[src/design/cpu8af_pkg.sv]
// shared types, command codes and a helper function of the arithmetic flags unit
package cpu8af_pkg;

   localparam int unsigned CMD_W  = 4;
   localparam int unsigned BYTE_W = 8;
   localparam int unsigned WORD_W = 16;

   localparam logic [CMD_W-1:0] CMD_ADD      = 4'd0;
   localparam logic [CMD_W-1:0] CMD_ADC      = 4'd1;
   localparam logic [CMD_W-1:0] CMD_SUB      = 4'd2;
   localparam logic [CMD_W-1:0] CMD_SBB      = 4'd3;
   localparam logic [CMD_W-1:0] CMD_INR      = 4'd4;
   localparam logic [CMD_W-1:0] CMD_DCR      = 4'd5;
   localparam logic [CMD_W-1:0] CMD_DAA      = 4'd6;
   localparam logic [CMD_W-1:0] CMD_DAD      = 4'd7;
   localparam logic [CMD_W-1:0] CMD_INX      = 4'd8;
   localparam logic [CMD_W-1:0] CMD_DCX      = 4'd9;

   localparam logic [3:0]        NIBBLE_NINE = 4'd9;
   localparam logic [BYTE_W-1:0] DAA_LOW_FIX  = 8'h06;
   localparam logic [BYTE_W-1:0] DAA_HIGH_FIX = 8'h60;

   typedef struct packed {
      logic carry;
      logic aux;
      logic zero;
      logic sign;
      logic parity;
   } flags_type;

   typedef struct packed {
      logic [CMD_W-1:0]  command;
      logic [BYTE_W-1:0] operand_byte;
      logic [WORD_W-1:0] pair_value;
      logic [WORD_W-1:0] hl_value;
      logic              target_is_acc;
   } req_type;

   typedef struct packed {
      logic [BYTE_W-1:0] acc_out;
      logic [BYTE_W-1:0] byte_result;
      logic [WORD_W-1:0] word_result;
      flags_type         flags;
   } rsp_type;

   // zero, sign and even parity of a byte, other flags left clear
   function automatic flags_type zsp_of(input logic [BYTE_W-1:0] v);
      flags_type f;
      f        = '0;
      f.zero   = (v == '0);
      f.sign   = v[BYTE_W-1];
      f.parity = ~^v;
      return f;
   endfunction

endpackage

[src/design/cpu8af_req_if.sv]
// request channel: command word with its operands
interface cpu8af_req_if;
   import cpu8af_pkg::*;

   logic              valid;
   logic              ready;
   logic [CMD_W-1:0]  command;
   logic [BYTE_W-1:0] operand_byte;
   logic [WORD_W-1:0] pair_value;
   logic [WORD_W-1:0] hl_value;
   logic              target_is_acc;

   modport source (output valid, command, operand_byte, pair_value, hl_value,
                   target_is_acc, input ready);
   modport sink   (input valid, command, operand_byte, pair_value, hl_value,
                   target_is_acc, output ready);
endinterface

[src/design/cpu8af_rsp_if.sv]
// response channel: new accumulator, byte and word results, flags
interface cpu8af_rsp_if;
   import cpu8af_pkg::*;

   logic              valid;
   logic              ready;
   logic [BYTE_W-1:0] acc_out;
   logic [BYTE_W-1:0] byte_result;
   logic [WORD_W-1:0] word_result;
   logic              zero_out;
   logic              sign_out;
   logic              parity_out;
   logic              carry_out;
   logic              aux_carry_out;

   modport source (output valid, acc_out, byte_result, word_result, zero_out,
                   sign_out, parity_out, carry_out, aux_carry_out, input ready);
   modport sink   (input valid, acc_out, byte_result, word_result, zero_out,
                   sign_out, parity_out, carry_out, aux_carry_out, output ready);
endinterface

[src/design/cpu8af_alu.sv]
// combinational arithmetic and flag logic for one command
module cpu8af_alu (
   input  cpu8af_pkg::req_type           req,
   input  logic [cpu8af_pkg::BYTE_W-1:0] acc,
   input  cpu8af_pkg::flags_type         flags,
   output cpu8af_pkg::rsp_type           rsp
);
   import cpu8af_pkg::*;

   logic              is_sub;
   logic              cin;
   logic [BYTE_W-1:0] addend;
   logic [BYTE_W:0]   sum9;
   logic [4:0]        half5;
   logic [BYTE_W-1:0] step_src;
   logic [BYTE_W-1:0] stepped;
   logic [3:0]        lo_nib;
   logic [3:0]        hi_nib;
   logic [BYTE_W-1:0] corr;
   logic              daa_carry;
   logic [BYTE_W-1:0] daa_res;
   logic [WORD_W:0]   wsum;

   always_comb begin
      // add and subtract share one adder, subtract inverts the operand
      is_sub = (req.command == CMD_SUB) || (req.command == CMD_SBB);
      case (req.command)
         CMD_ADC: cin = flags.carry;
         CMD_SUB: cin = 1'b1;
         CMD_SBB: cin = ~flags.carry;
         default: cin = 1'b0;
      endcase
      addend = is_sub ? ~req.operand_byte : req.operand_byte;
      sum9   = {1'b0, acc} + {1'b0, addend} + {{BYTE_W{1'b0}}, cin};
      half5  = {1'b0, acc[3:0]} + {1'b0, addend[3:0]} + {4'b0, cin};

      step_src = req.target_is_acc ? acc : req.operand_byte;
      stepped  = (req.command == CMD_INR) ? step_src + 8'd1 : step_src - 8'd1;

      lo_nib    = acc[3:0];
      hi_nib    = acc[7:4];
      corr      = '0;
      daa_carry = flags.carry;
      if (flags.aux || (lo_nib > NIBBLE_NINE)) begin
         corr = corr | DAA_LOW_FIX;
      end
      if (flags.carry || (hi_nib > NIBBLE_NINE) ||
          ((hi_nib == NIBBLE_NINE) && (lo_nib > NIBBLE_NINE))) begin
         corr      = corr | DAA_HIGH_FIX;
         daa_carry = 1'b1;
      end
      daa_res = acc + corr;

      wsum = {1'b0, req.hl_value} + {1'b0, req.pair_value};

      rsp.acc_out     = acc;
      rsp.byte_result = '0;
      rsp.word_result = '0;
      rsp.flags       = flags;

      case (req.command)
         CMD_ADD, CMD_ADC, CMD_SUB, CMD_SBB: begin
            rsp.acc_out     = sum9[BYTE_W-1:0];
            rsp.flags       = zsp_of(sum9[BYTE_W-1:0]);
            rsp.flags.carry = sum9[BYTE_W] ^ is_sub;
            rsp.flags.aux   = half5[4];
         end
         CMD_INR, CMD_DCR: begin
            rsp.byte_result = stepped;
            if (req.target_is_acc) begin
               rsp.acc_out = stepped;
            end
            rsp.flags       = zsp_of(stepped);
            rsp.flags.carry = flags.carry;
            rsp.flags.aux   = (req.command == CMD_INR) ? (stepped[3:0] == 4'd0)
                                                       : (step_src[3:0] != 4'd0);
         end
         CMD_DAA: begin
            rsp.acc_out     = daa_res;
            rsp.flags       = zsp_of(daa_res);
            rsp.flags.carry = daa_carry;
            rsp.flags.aux   = acc[4] ^ corr[4] ^ daa_res[4];
         end
         CMD_DAD: begin
            rsp.word_result = wsum[WORD_W-1:0];
            rsp.flags.carry = wsum[WORD_W];
         end
         CMD_INX: rsp.word_result = req.pair_value + 16'd1;
         CMD_DCX: rsp.word_result = req.pair_value - 16'd1;
         default: begin
         end
      endcase
   end

endmodule

[src/design/cpu8_arith_flags_unit.sv]
// top level of the 8080-style arithmetic and flags unit
// an accepted word goes into the input register and then into the result register, which drives
// the response; throughput is one word per cycle while responses are taken; the accumulator
// and flags update as a word moves from the input register into the result register
// reset (synchronous, active high) clears the accumulator, all flags and both valids
module cpu8_arith_flags_unit (
   input logic          clock,
   input logic          reset,
   cpu8af_req_if.sink   req_ch,
   cpu8af_rsp_if.source rsp_ch
);
   import cpu8af_pkg::*;

   logic              in_valid_ff;
   logic              in_valid_in;
   req_type           in_data_ff;
   logic              out_valid_ff;
   logic              out_valid_in;
   rsp_type           out_data_ff;
   logic [BYTE_W-1:0] acc_ff;
   logic [BYTE_W-1:0] acc_in;
   flags_type         flags_ff;
   flags_type         flags_in;
   rsp_type           alu_rsp;
   logic              advance;
   logic              take_req;

   cpu8af_alu u_alu (
      .req   (in_data_ff),
      .acc   (acc_ff),
      .flags (flags_ff),
      .rsp   (alu_rsp)
   );

   // result register frees up when empty or being taken this cycle
   assign advance  = in_valid_ff && (!out_valid_ff || rsp_ch.ready);
   assign take_req = req_ch.valid && req_ch.ready;
   assign req_ch.ready = !in_valid_ff || advance;

   always_comb begin
      in_valid_in  = take_req ? 1'b1 : (in_valid_ff && !advance);
      out_valid_in = advance ? 1'b1 : (out_valid_ff && !rsp_ch.ready);
      acc_in       = advance ? alu_rsp.acc_out : acc_ff;
      flags_in     = advance ? alu_rsp.flags : flags_ff;
   end

   always_ff @(posedge clock) begin
      if (reset) begin
         in_valid_ff  <= 1'b0;
         out_valid_ff <= 1'b0;
         acc_ff       <= '0;
         flags_ff     <= '0;
      end else begin
         in_valid_ff  <= in_valid_in;
         out_valid_ff <= out_valid_in;
         acc_ff       <= acc_in;
         flags_ff     <= flags_in;
      end
   end

   always_ff @(posedge clock) begin
      if (take_req) begin
         in_data_ff.command       <= req_ch.command;
         in_data_ff.operand_byte  <= req_ch.operand_byte;
         in_data_ff.pair_value    <= req_ch.pair_value;
         in_data_ff.hl_value      <= req_ch.hl_value;
         in_data_ff.target_is_acc <= req_ch.target_is_acc;
      end
      if (advance) begin
         out_data_ff <= alu_rsp;
      end
   end

   assign rsp_ch.valid         = out_valid_ff;
   assign rsp_ch.acc_out       = out_data_ff.acc_out;
   assign rsp_ch.byte_result   = out_data_ff.byte_result;
   assign rsp_ch.word_result   = out_data_ff.word_result;
   assign rsp_ch.zero_out      = out_data_ff.flags.zero;
   assign rsp_ch.sign_out      = out_data_ff.flags.sign;
   assign rsp_ch.parity_out    = out_data_ff.flags.parity;
   assign rsp_ch.carry_out     = out_data_ff.flags.carry;
   assign rsp_ch.aux_carry_out = out_data_ff.flags.aux;

endmodule

[src/flat_wrapper.sv]
// flat-port wrapper written by rule: the top's interface ports become plain ports
module cpu8_arith_flags_unit_flat import cpu8af_pkg::*;
  (clock, reset, req_ch_valid, req_ch_command, req_ch_operand_byte, req_ch_pair_value, req_ch_hl_value, req_ch_target_is_acc, req_ch_ready, rsp_ch_valid, rsp_ch_acc_out, rsp_ch_byte_result, rsp_ch_word_result, rsp_ch_zero_out, rsp_ch_sign_out, rsp_ch_parity_out, rsp_ch_carry_out, rsp_ch_aux_carry_out, rsp_ch_ready);
  cpu8af_req_if req_ch_i ();
  cpu8af_rsp_if rsp_ch_i ();
  input logic clock;
  input logic reset;
  input wire logic [$bits(req_ch_i.valid)-1:0] req_ch_valid;
  input wire logic [$bits(req_ch_i.command)-1:0] req_ch_command;
  input wire logic [$bits(req_ch_i.operand_byte)-1:0] req_ch_operand_byte;
  input wire logic [$bits(req_ch_i.pair_value)-1:0] req_ch_pair_value;
  input wire logic [$bits(req_ch_i.hl_value)-1:0] req_ch_hl_value;
  input wire logic [$bits(req_ch_i.target_is_acc)-1:0] req_ch_target_is_acc;
  output wire logic [$bits(req_ch_i.ready)-1:0] req_ch_ready;
  output wire logic [$bits(rsp_ch_i.valid)-1:0] rsp_ch_valid;
  output wire logic [$bits(rsp_ch_i.acc_out)-1:0] rsp_ch_acc_out;
  output wire logic [$bits(rsp_ch_i.byte_result)-1:0] rsp_ch_byte_result;
  output wire logic [$bits(rsp_ch_i.word_result)-1:0] rsp_ch_word_result;
  output wire logic [$bits(rsp_ch_i.zero_out)-1:0] rsp_ch_zero_out;
  output wire logic [$bits(rsp_ch_i.sign_out)-1:0] rsp_ch_sign_out;
  output wire logic [$bits(rsp_ch_i.parity_out)-1:0] rsp_ch_parity_out;
  output wire logic [$bits(rsp_ch_i.carry_out)-1:0] rsp_ch_carry_out;
  output wire logic [$bits(rsp_ch_i.aux_carry_out)-1:0] rsp_ch_aux_carry_out;
  input wire logic [$bits(rsp_ch_i.ready)-1:0] rsp_ch_ready;
  assign req_ch_i.valid = req_ch_valid;
  assign req_ch_i.command = req_ch_command;
  assign req_ch_i.operand_byte = req_ch_operand_byte;
  assign req_ch_i.pair_value = req_ch_pair_value;
  assign req_ch_i.hl_value = req_ch_hl_value;
  assign req_ch_i.target_is_acc = req_ch_target_is_acc;
  assign req_ch_ready = req_ch_i.ready;
  assign rsp_ch_valid = rsp_ch_i.valid;
  assign rsp_ch_acc_out = rsp_ch_i.acc_out;
  assign rsp_ch_byte_result = rsp_ch_i.byte_result;
  assign rsp_ch_word_result = rsp_ch_i.word_result;
  assign rsp_ch_zero_out = rsp_ch_i.zero_out;
  assign rsp_ch_sign_out = rsp_ch_i.sign_out;
  assign rsp_ch_parity_out = rsp_ch_i.parity_out;
  assign rsp_ch_carry_out = rsp_ch_i.carry_out;
  assign rsp_ch_aux_carry_out = rsp_ch_i.aux_carry_out;
  assign rsp_ch_i.ready = rsp_ch_ready;
  cpu8_arith_flags_unit u_core (.clock(clock), .reset(reset), .req_ch(req_ch_i), .rsp_ch(rsp_ch_i));
endmodule
[config.mk]
export PLATFORM = sky130hd
export DESIGN_NAME = cpu8_arith_flags_unit_flat
export DESIGN_NICKNAME = d
export VERILOG_FILES = /design/src/design/cpu8af_pkg.sv /design/src/design/cpu8af_req_if.sv /design/src/design/cpu8af_rsp_if.sv /design/src/design/cpu8af_alu.sv /design/src/design/cpu8_arith_flags_unit.sv /design/src/flat_wrapper.sv
export SDC_FILE = /design/constraint.sdc
export NUM_CORES = 1
export LEC_CHECK = 0
export BUFFER_PORTS_ARGS = -buffer_cell sky130_fd_sc_hd__buf_4
export CORE_MARGIN = 2
export CORE_UTILIZATION = 38
export CTS_CLUSTER_SIZE = 40
export DETAILED_ROUTE_END_ITERATION = 7
export SETUP_SLACK_MARGIN = 0.05
export SYNTH_ARGS = -nofsm -noshare
export SYNTH_HDL_FRONTEND = slang
export SYNTH_SLANG_ARGS = --single-unit
[constraint.sdc]
create_clock -name clock -period 4.6 [get_ports clock]
set_input_delay 0.92 -clock clock [delete_from_list [all_inputs] [get_ports clock]]
set_output_delay 0.92 -clock clock [all_outputs]
set_load 0.02 [all_outputs]
Yosys cells after proc, flatten, opt, wreduce, memory -nomap -nowiden
Cells that the tools add are included.

storage, ports and cells
  register bits = 97
  output and inout port bits = 39
  logic and storage cells = 89

cells by class
  bitwise gates (word level) = 5
  reductions and logical operators = 26
  order comparisons = 2
  eq/ne operators = 10
  $add $sub $neg = 10
  muxes and demuxes = 15

operators by type and width
  operator                                            number
  case mux 16 bit (3 select lines)                    1
  2-to-1 mux 8 bit                                    4
  logical NOT 8 bit                                   3
  case mux 8 bit (3 select lines)                     1
  XNOR reduction 8 bit                                3
  adder 16 x 16 -> 17 bit                             1
  adder 16 x 1 -> 16 bit, second input constant       1
  == test 4 x 3 -> 1 bit, second input constant       4
  subtractor 16 x 1 -> 16 bit, second input constant  1
  == test 4 bit, second input constant                3
  case mux 4 bit (3 select lines)                     1
  adder 8 x 8 -> 9 bit                                1
  adder 9 x 1 -> 9 bit                                1
  adder 8 x 1 -> 8 bit, second input constant         1
  adder 8 bit                                         1
  == test 4 x 2 -> 1 bit, second input constant       2
  > comparator 4 bit, second input constant           2
  logical NOT 4 bit                                   2
  NOT 8 bit                                           1
  subtractor 8 x 1 -> 8 bit, second input constant    1
  2-to-1 mux 7 bit                                    1
  logical OR 1 bit                                    6
  case mux 1 bit (3 select lines)                     2
  adder 4 x 4 -> 5 bit                                1
  11 further kinds                                    23

Longest topological paths before layout
Gate-level depths: netlist (run 1).

  word-level depth = 7
  mapped depth = 20

By module
Synthesis (run 1) repeated with hierarchy kept, for this count alone.

unflattened totals
  cells, all modules = 574
  area, all modules = 6319.8 um^2

modules (own cells, without submodules)
  module                 area an instance (um^2)  seq. area each (um^2)  times used  cells each
  cpu8af_alu             3173.0                   0.0                    1           425
  cpu8_arith_flags_unit  3146.8                   2762.6                 1           149

Worst setup path before layout (run 1)
OpenSTA, ideal clock, no wires.

  kind = reg-to-reg
  start point = reg u_core.in_data_ff[43] in the netlist's numbering
  end point = reg u_core.flags_ff[0] in the netlist's numbering
  setup time = 132 ps
  data required time = 4468 ps
  period minus slack after synthesis = 4310 ps
  setup slack = 290 ps
  path buffers = 2
  data arrival time = 4177 ps
  cell stages (with the launch flop) = 21
  cells stage by stage = edfxtp_1 clkbuf_1 or2_2 clkbuf_1 nor2_1 xnor2_1 fa_1 inv_1 fa_1 a21o_1 a21oi_1 o21ai_0 a21oi_1 xnor2_1 inv_1 ha_1 xnor2_1 xnor2_1 a221o_1 nand2_1 a21oi_1

RTL lines
  what                  line                         RTL
  start, declared       cpu8_arith_flags_unit.sv:16  req_type in_data_ff;
  end signal, assigned  cpu8_arith_flags_unit.sv:57  flags_ff <= flags_in;
  end, declared         cpu8_arith_flags_unit.sv:22  flags_type flags_ff;

==> results by group, run 1 <==
Status
  – Status: finished clean

Floorplanning
  – Die Y: 131 um
  – Die footprint: 17300 um2
  – Die width: 131 um
  – Rows: 46
  – IO Pins: 88
  – Initial Utilization: 0.388
  – Core ar.: 15900 um2

Clock tree
  – CTS H-tree depth: 3
  – Clock-pin slew on the worst setup and hold paths: 60 ps
  – CTS root buf: clkbuf_16
  – Hold Buf Count CTS: 0
  – TritonCTS Buffers: 9
  – CTS Buffer Depth: 2
  – CTS tree: yes
  – Post-cts gate resize count: 0
  – Clock Latency Late Sink: 350 ps
  – Clk sink count: 97

Global routing
  – GRT Residual Overflow: 0
  – Vias in the first global route: 4874
  – GRT Overall Usage: 0.184
  – Global-route wire length before repair: 25100 um
  – Largest net degree at the start of global routing: 46
  – Initial antenna violation count: 0

Place
  – GPL Wtd Cong: 0.917
  – Placed Cells: 877
  – Port Buffers: 87
  – Hpwl dp: 12000 um

Flow run
  – MaxCap Viol Count: 0

Worst setup path
  – Critical-path cell list: inv_1 -> or3_1 -> nor2_1 -> inv_1 -> ha_1 -> a21o_1 -> a21o_1 -> a2111o_1 -> a31oi_2 -> xnor2_1 -> ha_1 -> xnor2_1 -> xnor2_1 -> o22ai_1 -> a221o_1
  – CP delay by family, top: compound AO/OA/AOI/OAI gates
  – Crit-path max FO: 9
  – CP dominant cell by count: xnor2_1
  – CP Data Required Time: 4690 ps
  – Worst Path Arrival: 4430 ps
  – Crit Reg-Reg Startpoint: u_core.in_data_ff[43]$_DFFE_PP_
  – CP bufs+invs: 2
  – Crit path launch: u_core.in_data_ff[43]$_DFFE_PP_
  – CP max stage delay: 490 ps
  – CP Class: reg2reg
  – Type of origin of the critical path: flop
  – Setup crit end kind: flop
  – Slowest stage cell, crit path: edfxtp_1

Drt
  – Final ANT Viol Nets: 0
  – Post-DR vias/cell: 5.38
  – Vias: 4835
  – DR DRC count: 0
  – Initial DRC Count: 274
  – Routed wire length: 15700 um
  – Routed length per instance: 17.5 um
  – Drt pass-1 iters: 6

Timing
  – F_max: 0.231 GHz
  – Setup TNS: 0 ps
  – Slew Viols, Final: 0
  – RSZ-0062 raised after global routing: no
  – Pin slew with the least headroom to its limit: 1160 ps
  – Worst-case clock skew: 7.19 ps
  – Final hold vios: 0
  – Final worst path period need: 4330 ps
  – Final Setup Violations: 0
  – Worst slew margin: 0.219
  – Crit share post-route: 0.942

Finish
  – Filler Cell Count: 1505
  – Final net count: 791
  – Multi-input combinational cell area: 3230 um2
  – Register area: 2760 um2
  – Share of layout cells above drive strength 1: 0.194
  – Fin cells: 898
  – Area delta synth->final: 20.7%
  – Antenna diodes: 0

Yosys
  – Area share of the largest cell type after synthesis: 0.399
  – Ys async rst share: 0
  – Post-Syn Area per Cell: 10.6 um2
  – Unique masters post-synth: 55
  – Cell Area, Synth: 6170 um2
  – Register area share after synthesis: 0.448
  – EDFF count, synth: 82
  – Yosys top cell by area: edfxtp_1
  – Post-synth top flop: edfxtp_1
  – Ranking of synthesized cells by area: edfxtp_1, ha_1, xnor2_1
  – Yosys reg bits: 97
  – Yosys warnings: 0
  – Synth Net Count: 695
  – Mapped Cells: 581

Pwr
  – PD cells: 334 nW/um2
  – VDD IR-drop max: 0.175 mV
  – P_leak: 3.03 nW

Min path
  – Min-delay src: u_core.flags_ff[0]$_SDFFE_PP0P_
  – HP Class: reg2reg
through the flow:
| stage | cell area, um2 | hold slack, ps | power (mW) | util | worst slack, ps |
|---|---|---|---|---|---|
| 3_3_place_gp | 7100 | 462 | 1.69 | 0.447 | 437 |
| 6_report | 7450 | 467 | 2.49 | 0.469 | 268 |
| 2_1_floorplan | 6170 | 437 | 1.52 | - | 290 |
| 3_5_place_dp | 7100 | 461 | 1.70 | 0.447 | 306 |
| 5_1_grt | 7450 | 482 | 2.62 | 0.469 | 30.7 |
| 4_1_cts | 7410 | 468 | 2.50 | 0.466 | 297 |
final timing paths:
check | end | slack, ps | depth (start not counted)
setup reg to reg | u_core.rsp_ch.parity_out$_DFFE_PP_ | 270 | 15
hold / removal | u_core.flags_ff[0]$_SDFFE_PP0P_ | 470 | 2
hold reg to reg | u_core.flags_ff[0]$_SDFFE_PP0P_ | 470 | 2
setup / recovery | u_core.rsp_ch.parity_out$_DFFE_PP_ | 270 | 15
flip-flops by register name, indices dropped and copies added (netlist names):
signal	count
u_core.rsp_ch.acc_out	8
u_core.in_data_ff	45
u_core.rsp_ch.sign_out	1
u_core.rsp_ch.parity_out	1
u_core.rsp_ch.valid	1
u_core.in_valid_ff	1
u_core.rsp_ch.aux_carry_out	1
u_core.rsp_ch.word_result	16
u_core.rsp_ch.zero_out	1
u_core.rsp_ch.byte_result	8
u_core.flags_ff	5
u_core.acc_ff	8
u_core.rsp_ch.carry_out	1
layer usage:
| layer | wire length (um) | share of wire | global-route usage | vias up |
|---|---|---|---|---|
| met3 | 821 | 0.052 | 0.0390 | 26 |
| met2 | 7800 | 0.50 | 0.321 | 141 |
| li1 | - | - | - | 2352 |
| met4 | 360 | 0.023 | 0.0634 | 0 |
| met5 | 0 | 0 | 0 | - |
| met1 | 6700 | 0.43 | 0.225 | 2316 |
Yosys cell counts (8+ instances only):
library cell and n:
o22ai_1 13, o21ai_0 24, a21o_1 15, nand2_1 25
a211oi_1 14, inv_1 28, nor3_1 13, a21oi_1 44
nand3_1 14, xor2_1 24, edfxtp_1 82, nor2_1 51
clkbuf_1 15, dfxtp_1 15, o21bai_1 8, ha_1 59
xnor2_1 38
cell usage in the layout, fill, tap and decap left out, types with 3 or more instances in the layout:
cell and count:
xor2_1 24, nor3_1 13, o21bai_1 8, a21o_1 15
or2_2 7, nor2_1 51, a21oi_1 44, a211o_1 6
fa_1 6, o211ai_1 3, o21a_1 5, or3_1 6
nand4_1 3, nor2b_1 5, buf_4 102, inv_1 27
xnor2_1 38, nand2b_1 7, dfxtp_1 15, ha_1 59
a31oi_1 6, o22ai_1 13, a2111o_1 4, nor4_1 4
clkinv_1 3, a211oi_1 14, nand3_1 14, edfxtp_1 82
nand2_1 25, clkbuf_16 9, and3_1 4, mux2_2 6
o21ai_0 24
logic make-up (layout without fill, tap and decap cells):
family | Yosys count | count (layout) | share of synthesized area
AOI/OAI and AO/OA | 159 | 159 | 0.170
xor gates and xnor gates | 62 | 62 | 0.0880
adders and majority gates | 65 | 65 | 0.139
buffers and inverters | 45 | 146 | 0.0286
DFF | 97 | 97 | 0.448
muxes | 8 | 8 | 0.0150
and+or+nand+nor | 145 | 145 | 0.112
report_power, final:
group          switching [mW]  total [mW]  internal (mW)  leakage, nW
Combinational           0.344       0.634          0.290         1.97
Sequential             0.0391        1.06           1.02        0.906
Clock                   0.324       0.794          0.471        0.150
layout make-up:
class                      count  share of cell area
multi-input combinational    439               0.434
clock inverter                 7              0.0114
inverter                      28              0.0141
timing repair buffer         102               0.103
clock buffer                   9              0.0302
tap                          216              0.0363
sequential                    97               0.371
worst min-delay path, cell delays in order (launching register included):
cell	delay (ps)
dfxtp_1	320
nand2_1	50
a21oi_1	50
what timing repair did:
item / in CTS / in global routing
setup buffers: 0 / 5
hold endpoints to repair: 0 / 0
endpoints found under the setup margin: 0 / 2
No activity file was read; power rests on OpenSTA's default activity.
==> run 2: changes to the inputs <==
--- a/config.mk
+++ b/config.mk
@@ -8,6 +8,7 @@
 export BUFFER_PORTS_ARGS = -buffer_cell sky130_fd_sc_hd__buf_4
 export CORE_MARGIN = 2
 export CORE_UTILIZATION = 38
+export CTS_BUF_LIST = sky130_fd_sc_hd__clkbuf_8
 export CTS_CLUSTER_SIZE = 40
 export DETAILED_ROUTE_END_ITERATION = 7
 export SETUP_SLACK_MARGIN = 0.05
==> run 2 against run 1 <==
Net effect: global-route usage down 0.091 points; combinational power about the same; largest cell class unchanged; critical path depth unchanged; flip-flop and latch count is the same; highest routed layer unchanged; wire length decreased by 0.11%; register-to-register slack gained 30 ps; largest power group unchanged; sequential share of layout area grew 0.47 points; critical endpoint unchanged.
==> results by group, run 2 (same netlist as run 1, synthesis figures left out) <==
Place
  – GPL Wtd Cong: 0.917 (unchanged)
  – Port Buffers: 87 (unchanged)
  – Hpwl dp: 12000 um (unchanged)

Floorplanning
  – Die width: 131 um (unchanged)
  – Core ar.: 15900 um2 (unchanged)
  – Die footprint: 17300 um2 (unchanged)
  – Die Y: 131 um (unchanged)
  – Initial Utilization: 0.388 (unchanged)
  – Rows: 46 (unchanged)
  – IO Pins: 88 (unchanged)

Clock tree
  – Clock Latency Late Sink: 390 ps (was 350 ps)
  – CTS Buffer Depth: 2 (unchanged)
  – CTS H-tree depth: 3 (unchanged)
  – Post-cts gate resize count: 0 (unchanged)
  – Clk sink count: 97 (unchanged)
  – Clock-pin slew on the worst setup and hold paths: 90 ps (was 60 ps)
  – CTS tree: yes (unchanged)
  – Hold Buf Count CTS: 0 (unchanged)
  – CTS root buf: clkbuf_8 (was clkbuf_16)
  – TritonCTS Buffers: 9 (unchanged)

Finish
  – Antenna diodes: 0 (unchanged)
  – Area delta synth->final: 19.2% (was 20.7%)
  – Post-layout utilization of the core: 0.463 (was 0.469)
  – Largest Register: u_core.in_data_ff (unchanged)
  – Commonest non-fill, non-tap cell in the layout: buf_4 (unchanged)
  – Most frequent cells in the layout: buf_4, edfxtp_1, ha_1 (unchanged)
  – Max FFs per register: 45 (unchanged)
  – Share of layout cells above drive strength 1: 0.195 (was 0.194)
  – Filler Cell Count: 1520 (was 1505)
  – Final net count: 792 (was 791)

Pwr
  – VDD IR-drop max: 0.138 mV (was 0.175 mV)
  – PD cells: 311 nW/um2 (was 334 nW/um2)
  – P_leak: 2.99 nW (was 3.03 nW)

Worst setup path
  – Slowest stage cell, crit path: edfxtp_1 (unchanged)
  – CP max stage delay: 500 ps (was 490 ps)
  – Worst Path Arrival: 4440 ps (was 4430 ps)
  – Setup crit end kind: flop (unchanged)
  – CP Class: reg2reg (unchanged)
  – CP Data Required Time: 4730 ps (was 4690 ps)
  – Type of origin of the critical path: flop (unchanged)
  – CP dominant cell by count: xnor2_1 (unchanged)
  – Crit-path max FO: 9 (unchanged)
  – Critical-path cell list: inv_1 -> or3_1 -> nor2_1 -> inv_1 -> ha_1 -> a21o_1 -> a21o_1 -> a2111o_1 -> a31oi_2 -> xnor2_1 -> ha_1 -> xnor2_1 -> xnor2_1 -> o22ai_1 -> a221o_1 (unchanged)

Global routing
  – Global-route wire length before repair: 25000 um (was 25100 um)
  – Initial antenna violation count: 0 (unchanged)
  – Largest net degree at the start of global routing: 46 (unchanged)
  – GRT Residual Overflow: 0 (unchanged)
  – GRT Overall Usage: 0.183 (was 0.184)
  – Vias in the first global route: 4848 (was 4874)

Timing
  – Final hold vios: 0 (unchanged)
  – Crit share post-route: 0.936 (was 0.942)
  – Worst-case clock skew: 11.5 ps (was 7.19 ps)
  – Slew Viols, Final: 0 (unchanged)
  – RSZ-0062 raised after global routing: no (unchanged)
  – Setup TNS: 0 ps (unchanged)
  – Worst slew margin: 0.208 (was 0.219)
  – F_max: 0.232 GHz (was 0.231 GHz)
  – Pin slew with the least headroom to its limit: 1180 ps (was 1160 ps)
  – Final Setup Violations: 0 (unchanged)
  – Final worst path period need: 4310 ps (was 4330 ps)

Drt
  – Routed wire length: 15700 um (about the same)
  – Final ANT Viol Nets: 0 (unchanged)
  – Vias: 4825 (was 4835)
  – Routed length per instance: 17.4 um (was 17.5 um)
  – Post-DR vias/cell: 5.37 (was 5.38)
  – DR DRC count: 0 (unchanged)
  – Drt pass-1 iters: 4 (was 6)
  – Initial DRC Count: 260 (was 274)

Status
  – Status: finished clean (unchanged)

Flow run
  – MaxCap Viol Count: 0 (unchanged)

Min path
  – HP Class: reg2reg (unchanged)
[run 2: cell types whose count changed in the layout (fill, tap and decap cells not counted)]
cell	delta
buf_4	+1
clkbuf_16	-9
clkbuf_8	+9
[run 2: per-layer routing]
layer / GRT usage / share of wire / vias up / wire length, um
met3: 0.0374 / 0.038 / 30 / 595
met1: 0.225 / 0.44 / 2337 / 6900
met4: 0.0628 / 0.023 / 0 / 361
met5: 0 / 0 / - / 0
li1: - / - / 2355 / -
met2: 0.320 / 0.50 / 103 / 7810
[run 2: repair_timing]
action | 4_1_cts | 5_1_grt
setup endpoints to repair | 0 | 2
setup buffers | 0 | 6
endpoints found under the hold margin | 0 | 0
[run 2: cell type report]
| class | instances | area (um2) | area share |
|---|---|---|---|
| clock inverters | 7 | 85.1 | 0.0116 |
| clock buffers | 9 | 124 | 0.0168 |
| well taps | 216 | 270 | 0.0368 |
| multi-input cells | 439 | 3230 | 0.440 |
| repair buffers | 103 | 773 | 0.105 |
| flip-flops and latches | 97 | 2760 | 0.376 |
| inverters | 28 | 105 | 0.0143 |
[run 2: power by group]
| part | switching (mW) | internal, mW |
|---|---|---|
| Sequential | 0.0386 | 1.02 |
| Combinational | 0.343 | 0.290 |
| Clock | 0.299 | 0.301 |
| Total | 0.681 | 1.61 |
[run 2: critical path: cells and delay by family, from the launching register on]
| kind | cells | cell delay (ps) |
|---|---|---|
| fa+ha+maj | 2 | 700 |
| xor+xnor | 3 | 560 |
| simple gates | 2 | 570 |
| compound gates | 6 | 1400 |
| buf+inv | 2 | 330 |
| flops | 1 | 500 |
[run 2: final timing paths]
path | endpoint | start | slack (ps) | depth (start not counted)
worst max-delay path | u_core.rsp_ch.parity_out$_DFFE_PP_ | u_core.in_data_ff[43]$_DFFE_PP_ | 290 | 15
worst min-delay path | u_core.flags_ff[0]$_SDFFE_PP0P_ | u_core.flags_ff[0]$_SDFFE_PP0P_ | 470 | 2
worst max register to register | u_core.rsp_ch.parity_out$_DFFE_PP_ | u_core.in_data_ff[43]$_DFFE_PP_ | 290 | 15
worst min register to register | u_core.flags_ff[0]$_SDFFE_PP0P_ | u_core.flags_ff[0]$_SDFFE_PP0P_ | 470 | 2
[run 2: per-stage QoR]
step                      area, um2  setup slack (ps)  hold slack (ps)  total power, mW  std cells
after floorplan                6170               290              437             1.52        581
after global placement         7100               437              462             1.69        877
after CTS                      7310               290              472             2.30        893
after detailed placement       7100               306              461             1.70        877
final                          7350               293              471             2.29        899
after global routing           7350              27.1              486             2.42        899
==> run 3: changes to the inputs <==
--- a/config.mk
+++ b/config.mk
@@ -5,6 +5,7 @@
 export SDC_FILE = /design/constraint.sdc
 export NUM_CORES = 1
 export LEC_CHECK = 0
+export ABC_AREA = 1
 export BUFFER_PORTS_ARGS = -buffer_cell sky130_fd_sc_hd__buf_4
 export CORE_MARGIN = 2
 export CORE_UTILIZATION = 38
==> constraint.sdc (replaced) <==
create_clock -name clock -period 3.9 [get_ports clock]
set_input_delay 0.78 -clock clock [delete_from_list [all_inputs] [get_ports clock]]
set_output_delay 0.78 -clock clock [all_outputs]
set_load 0.02 [all_outputs]
==> run 3 against run 2 <==
Net effect: register-to-register slack better by 120 ps; flip-flop and latch count stayed put; wire length is 10% higher; non-clock buffer count is 1 higher; die area is 7.9% higher; critical path depth is 3 higher; critical endpoint unchanged; highest routed layer unchanged.
==> results by group, run 3 <==
Place
  – Worst slack at placement: 460 ps (was 306 ps)
  – GPL Wtd Cong: 0.921 (was 0.917)
  – Port Buffers: 87 (unchanged)
  – Hpwl dp: 13700 um (was 12000 um)
  – Post-DP Area: 7700 um2 (was 7100 um2)
  – Placed Cells: 1110 (was 877)

Drt
  – Drt pass-1 iters: 5 (was 4)
  – Final ANT Viol Nets: 0 (unchanged)
  – DR DRC count: 0 (unchanged)
  – Routed wire length: 17300 um (was 15700 um)
  – Routed length per instance: 15.3 um (was 17.4 um)
  – Post-DR vias/cell: 5.01 (was 5.37)
  – Initial DRC Count: 312 (was 260)
  – Vias: 5641 (was 4825)

Finish
  – Commonest non-fill, non-tap cell in the layout: nand2_1 (was buf_4)
  – Largest Register: u_core.in_data_ff (unchanged)
  – Antenna diodes: 0 (unchanged)
  – Max FFs per register: 45 (unchanged)
  – Post-layout utilization of the core: 0.460 (was 0.463)
  – Most frequent cells in the layout: nand2_1, buf_4, edfxtp_1 (was buf_4, edfxtp_1, ha_1)
  – Filler Cell Count: 1700 (was 1520)
  – Fin cells: 1126 (was 899)
  – Post-route cell area: 7930 um2 (was 7350 um2)
  – Register area: 2760 um2 (unchanged)
  – Area delta synth->final: 18.9% (was 19.2%)
  – Final net count: 1010 (was 792)
  – Share of layout cells above drive strength 1: 0.186 (was 0.195)
  – Multi-input combinational cell area: 3530 um2 (was 3230 um2)

Clock tree
  – Clk sink count: 97 (unchanged)
  – Clock-pin slew on the worst setup and hold paths: 100 ps (was 90 ps)
  – Hold Buf Count CTS: 0 (unchanged)
  – Clock Latency Late Sink: 400 ps (was 390 ps)
  – Post-cts gate resize count: 0 (unchanged)
  – Post-CTS setup buffers: 0 (unchanged)
  – CTS root buf: clkbuf_8 (unchanged)
  – CTS H-tree depth: 3 (unchanged)
  – CTS Buffer Depth: 2 (unchanged)
  – TritonCTS Buffers: 9 (unchanged)
  – CTS tree: yes (unchanged)

Yosys
  – Yosys reg bits: 97 (unchanged)
  – Cell Area, Synth: 6670 um2 (was 6170 um2)
  – Register area share after synthesis: 0.414 (was 0.448)
  – Post-Syn Area per Cell: 8.47 um2 (was 10.6 um2)
  – Ranking of synthesized cells by area: edfxtp_1, ha_1, nand2_1 (was edfxtp_1, ha_1, xnor2_1)
  – Ys async rst share: 0 (unchanged)
  – Commonest cells post-synth: nand2_1, edfxtp_1, inv_1, nor2_1, nand3_1 (was edfxtp_1, ha_1, nor2_1, a21oi_1, xnor2_1)
  – Synth Net Count: 902 (was 695)
  – Mapped Cells: 788 (was 581)
  – Post-synth top flop: edfxtp_1 (unchanged)
  – Unique masters post-synth: 49 (was 55)
  – EDFF count, synth: 82 (unchanged)
  – Yosys warnings: 0 (unchanged)
  – Most numerous cell in the Yosys netlist: nand2_1 (was edfxtp_1)
  – Yosys top cell by area: edfxtp_1 (unchanged)
  – Area share of the largest cell type after synthesis: 0.369 (was 0.399)

Pwr
  – PD cells: 357 nW/um2 (was 311 nW/um2)
  – P_leak: 3.65 nW (was 2.99 nW)
  – VDD IR-drop max: 0.178 mV (was 0.138 mV)
  – Tot Pwr: 2.83 mW (was 2.29 mW)

Timing
  – Worst-case clock skew: 12.3 ps (was 11.5 ps)
  – Setup TNS: 0 ps (unchanged)
  – Slew Viols, Final: 0 (unchanged)
  – Worst slew margin: 0.317 (was 0.208)
  – RSZ-0062 raised after global routing: no (unchanged)
  – Pin slew with the least headroom to its limit: 1020 ps (was 1180 ps)
  – Worst hold slack: 475 ps (was 471 ps)
  – Final worst path period need: 3490 ps (was 4310 ps)
  – Final hold vios: 0 (unchanged)
  – Crit share post-route: 0.895 (was 0.936)
  – F_max: 0.287 GHz (was 0.232 GHz)
  – Final Setup Violations: 0 (unchanged)
  – Setup ws final: 410 ps (was 293 ps)

Global routing
  – GRT Residual Overflow: 0 (unchanged)
  – Vias in the first global route: 5541 (was 4848)
  – Initial antenna violation count: 0 (unchanged)
  – Largest net degree at the start of global routing: 46 (unchanged)
  – Global-route wire length before repair: 28000 um (was 25000 um)
  – GRT Overall Usage: 0.199 (was 0.183)

Floorplanning
  – Die Y: 137 um (was 131 um)
  – IO Pins: 88 (unchanged)
  – Initial Utilization: 0.387 (was 0.388)
  – Die footprint: 18600 um2 (was 17300 um2)
  – Die width: 137 um (was 131 um)
  – Core ar.: 17200 um2 (was 15900 um2)
  – Rows: 48 (was 46)

Min path
  – Hold Path Cell Cnt: 2 (unchanged)
  – Endpoint, Worst Hold: u_core.rsp_ch.valid$_SDFF_PP0_ (was u_core.flags_ff[0]$_SDFFE_PP0P_)
  – HP Class: reg2reg (unchanged)
  – Min-delay src: u_core.in_valid_ff$_SDFF_PP0_ (was u_core.flags_ff[0]$_SDFFE_PP0P_)

Worst setup path
  – Crit Reg-Reg Startpoint: u_core.in_data_ff[43]$_DFFE_PP_ (unchanged)
  – CP Data Required Time: 4030 ps (was 4730 ps)
  – R2r setup slk: 410 ps (was 290 ps)
  – Reg2Reg Capture Point: u_core.rsp_ch.parity_out$_DFFE_PP_ (unchanged)
  – Type of origin of the critical path: flop (unchanged)
  – Worst Path Arrival: 3620 ps (was 4440 ps)
  – R2R cell count: 18 (was 15)
  – Crit-path max FO: 8 (was 9)
  – CP Class: reg2reg (unchanged)
  – Setup crit end kind: flop (unchanged)

Flow run
  – MaxCap Viol Count: 0 (unchanged)

Status
  – Status: finished clean (unchanged)
-- run 3: kinds of logic after synthesis --
family | Yosys count | synth area share
DFF | 97 | 0.414
buffers and inverters | 95 | 0.0563
AOI/OAI and AO/OA | 133 | 0.113
xor gates and xnor gates | 28 | 0.0368
and+or+nand+nor | 370 | 0.251
adders and majority gates | 65 | 0.129
-- run 3: layout make-up --
type | count | area share
Tap cell | 225 | 0.0355
Multi-Input combinational cell | 596 | 0.446
Clock inverter | 7 | 0.0129
Sequential cell | 97 | 0.348
Timing Repair Buffer | 104 | 0.0985
Clock buffer | 9 | 0.0156
Inverter | 88 | 0.0435
-- run 3: power breakdown --
part | total, mW | internal, mW | switching [mW]
clock | 0.763 | 0.368 | 0.395
sequential | 1.25 | 1.20 | 0.0434
combinational | 0.821 | 0.328 | 0.493
total | 2.83 | 1.90 | 0.932
-- run 3: worst max-delay path, stage by stage (launching register included) --
cell and delay (ps):
edfxtp_1 480, nor2_2 320, inv_2 70, nor2_2 130, xnor2_1 160, fa_1 190, inv_1 70, fa_1 400
nand3_1 110, nand2_1 120, nand2_1 100, nand2_1 50, nand2_1 80, nand2_1 60, ha_1 300, xnor2_1 220
a21oi_1 90, o21ai_0 120, nand4_1 150
-- run 3: worst max-delay path by stage --
stage,depth (start not counted),start,endpoint,slack [ps]
after floorplan,18,u_core.in_data_ff[43]$_DFFE_PP_,u_core.rsp_ch.parity_out$_DFFE_PP_,480
after global placement,18,u_core.in_data_ff[43]$_DFFE_PP_,u_core.rsp_ch.parity_out$_DFFE_PP_,480
after detailed placement,18,u_core.in_data_ff[43]$_DFFE_PP_,u_core.rsp_ch.parity_out$_DFFE_PP_,460
after CTS,18,u_core.in_data_ff[43]$_DFFE_PP_,u_core.rsp_ch.parity_out$_DFFE_PP_,430
after global routing,20,u_core.in_data_ff[43]$_DFFE_PP_,u_core.flags_ff[0]$_SDFFE_PP0P_,60
final,18,u_core.in_data_ff[43]$_DFFE_PP_,u_core.rsp_ch.parity_out$_DFFE_PP_,410
-- run 3: metal layers --
layer	up-vias	wire, um	track usage
li1	2912	-	-
met1	2581	7550	0.245
met2	125	8650	0.350
met3	23	682	0.0333
met4	0	385	0.0694
met5	-	0	0
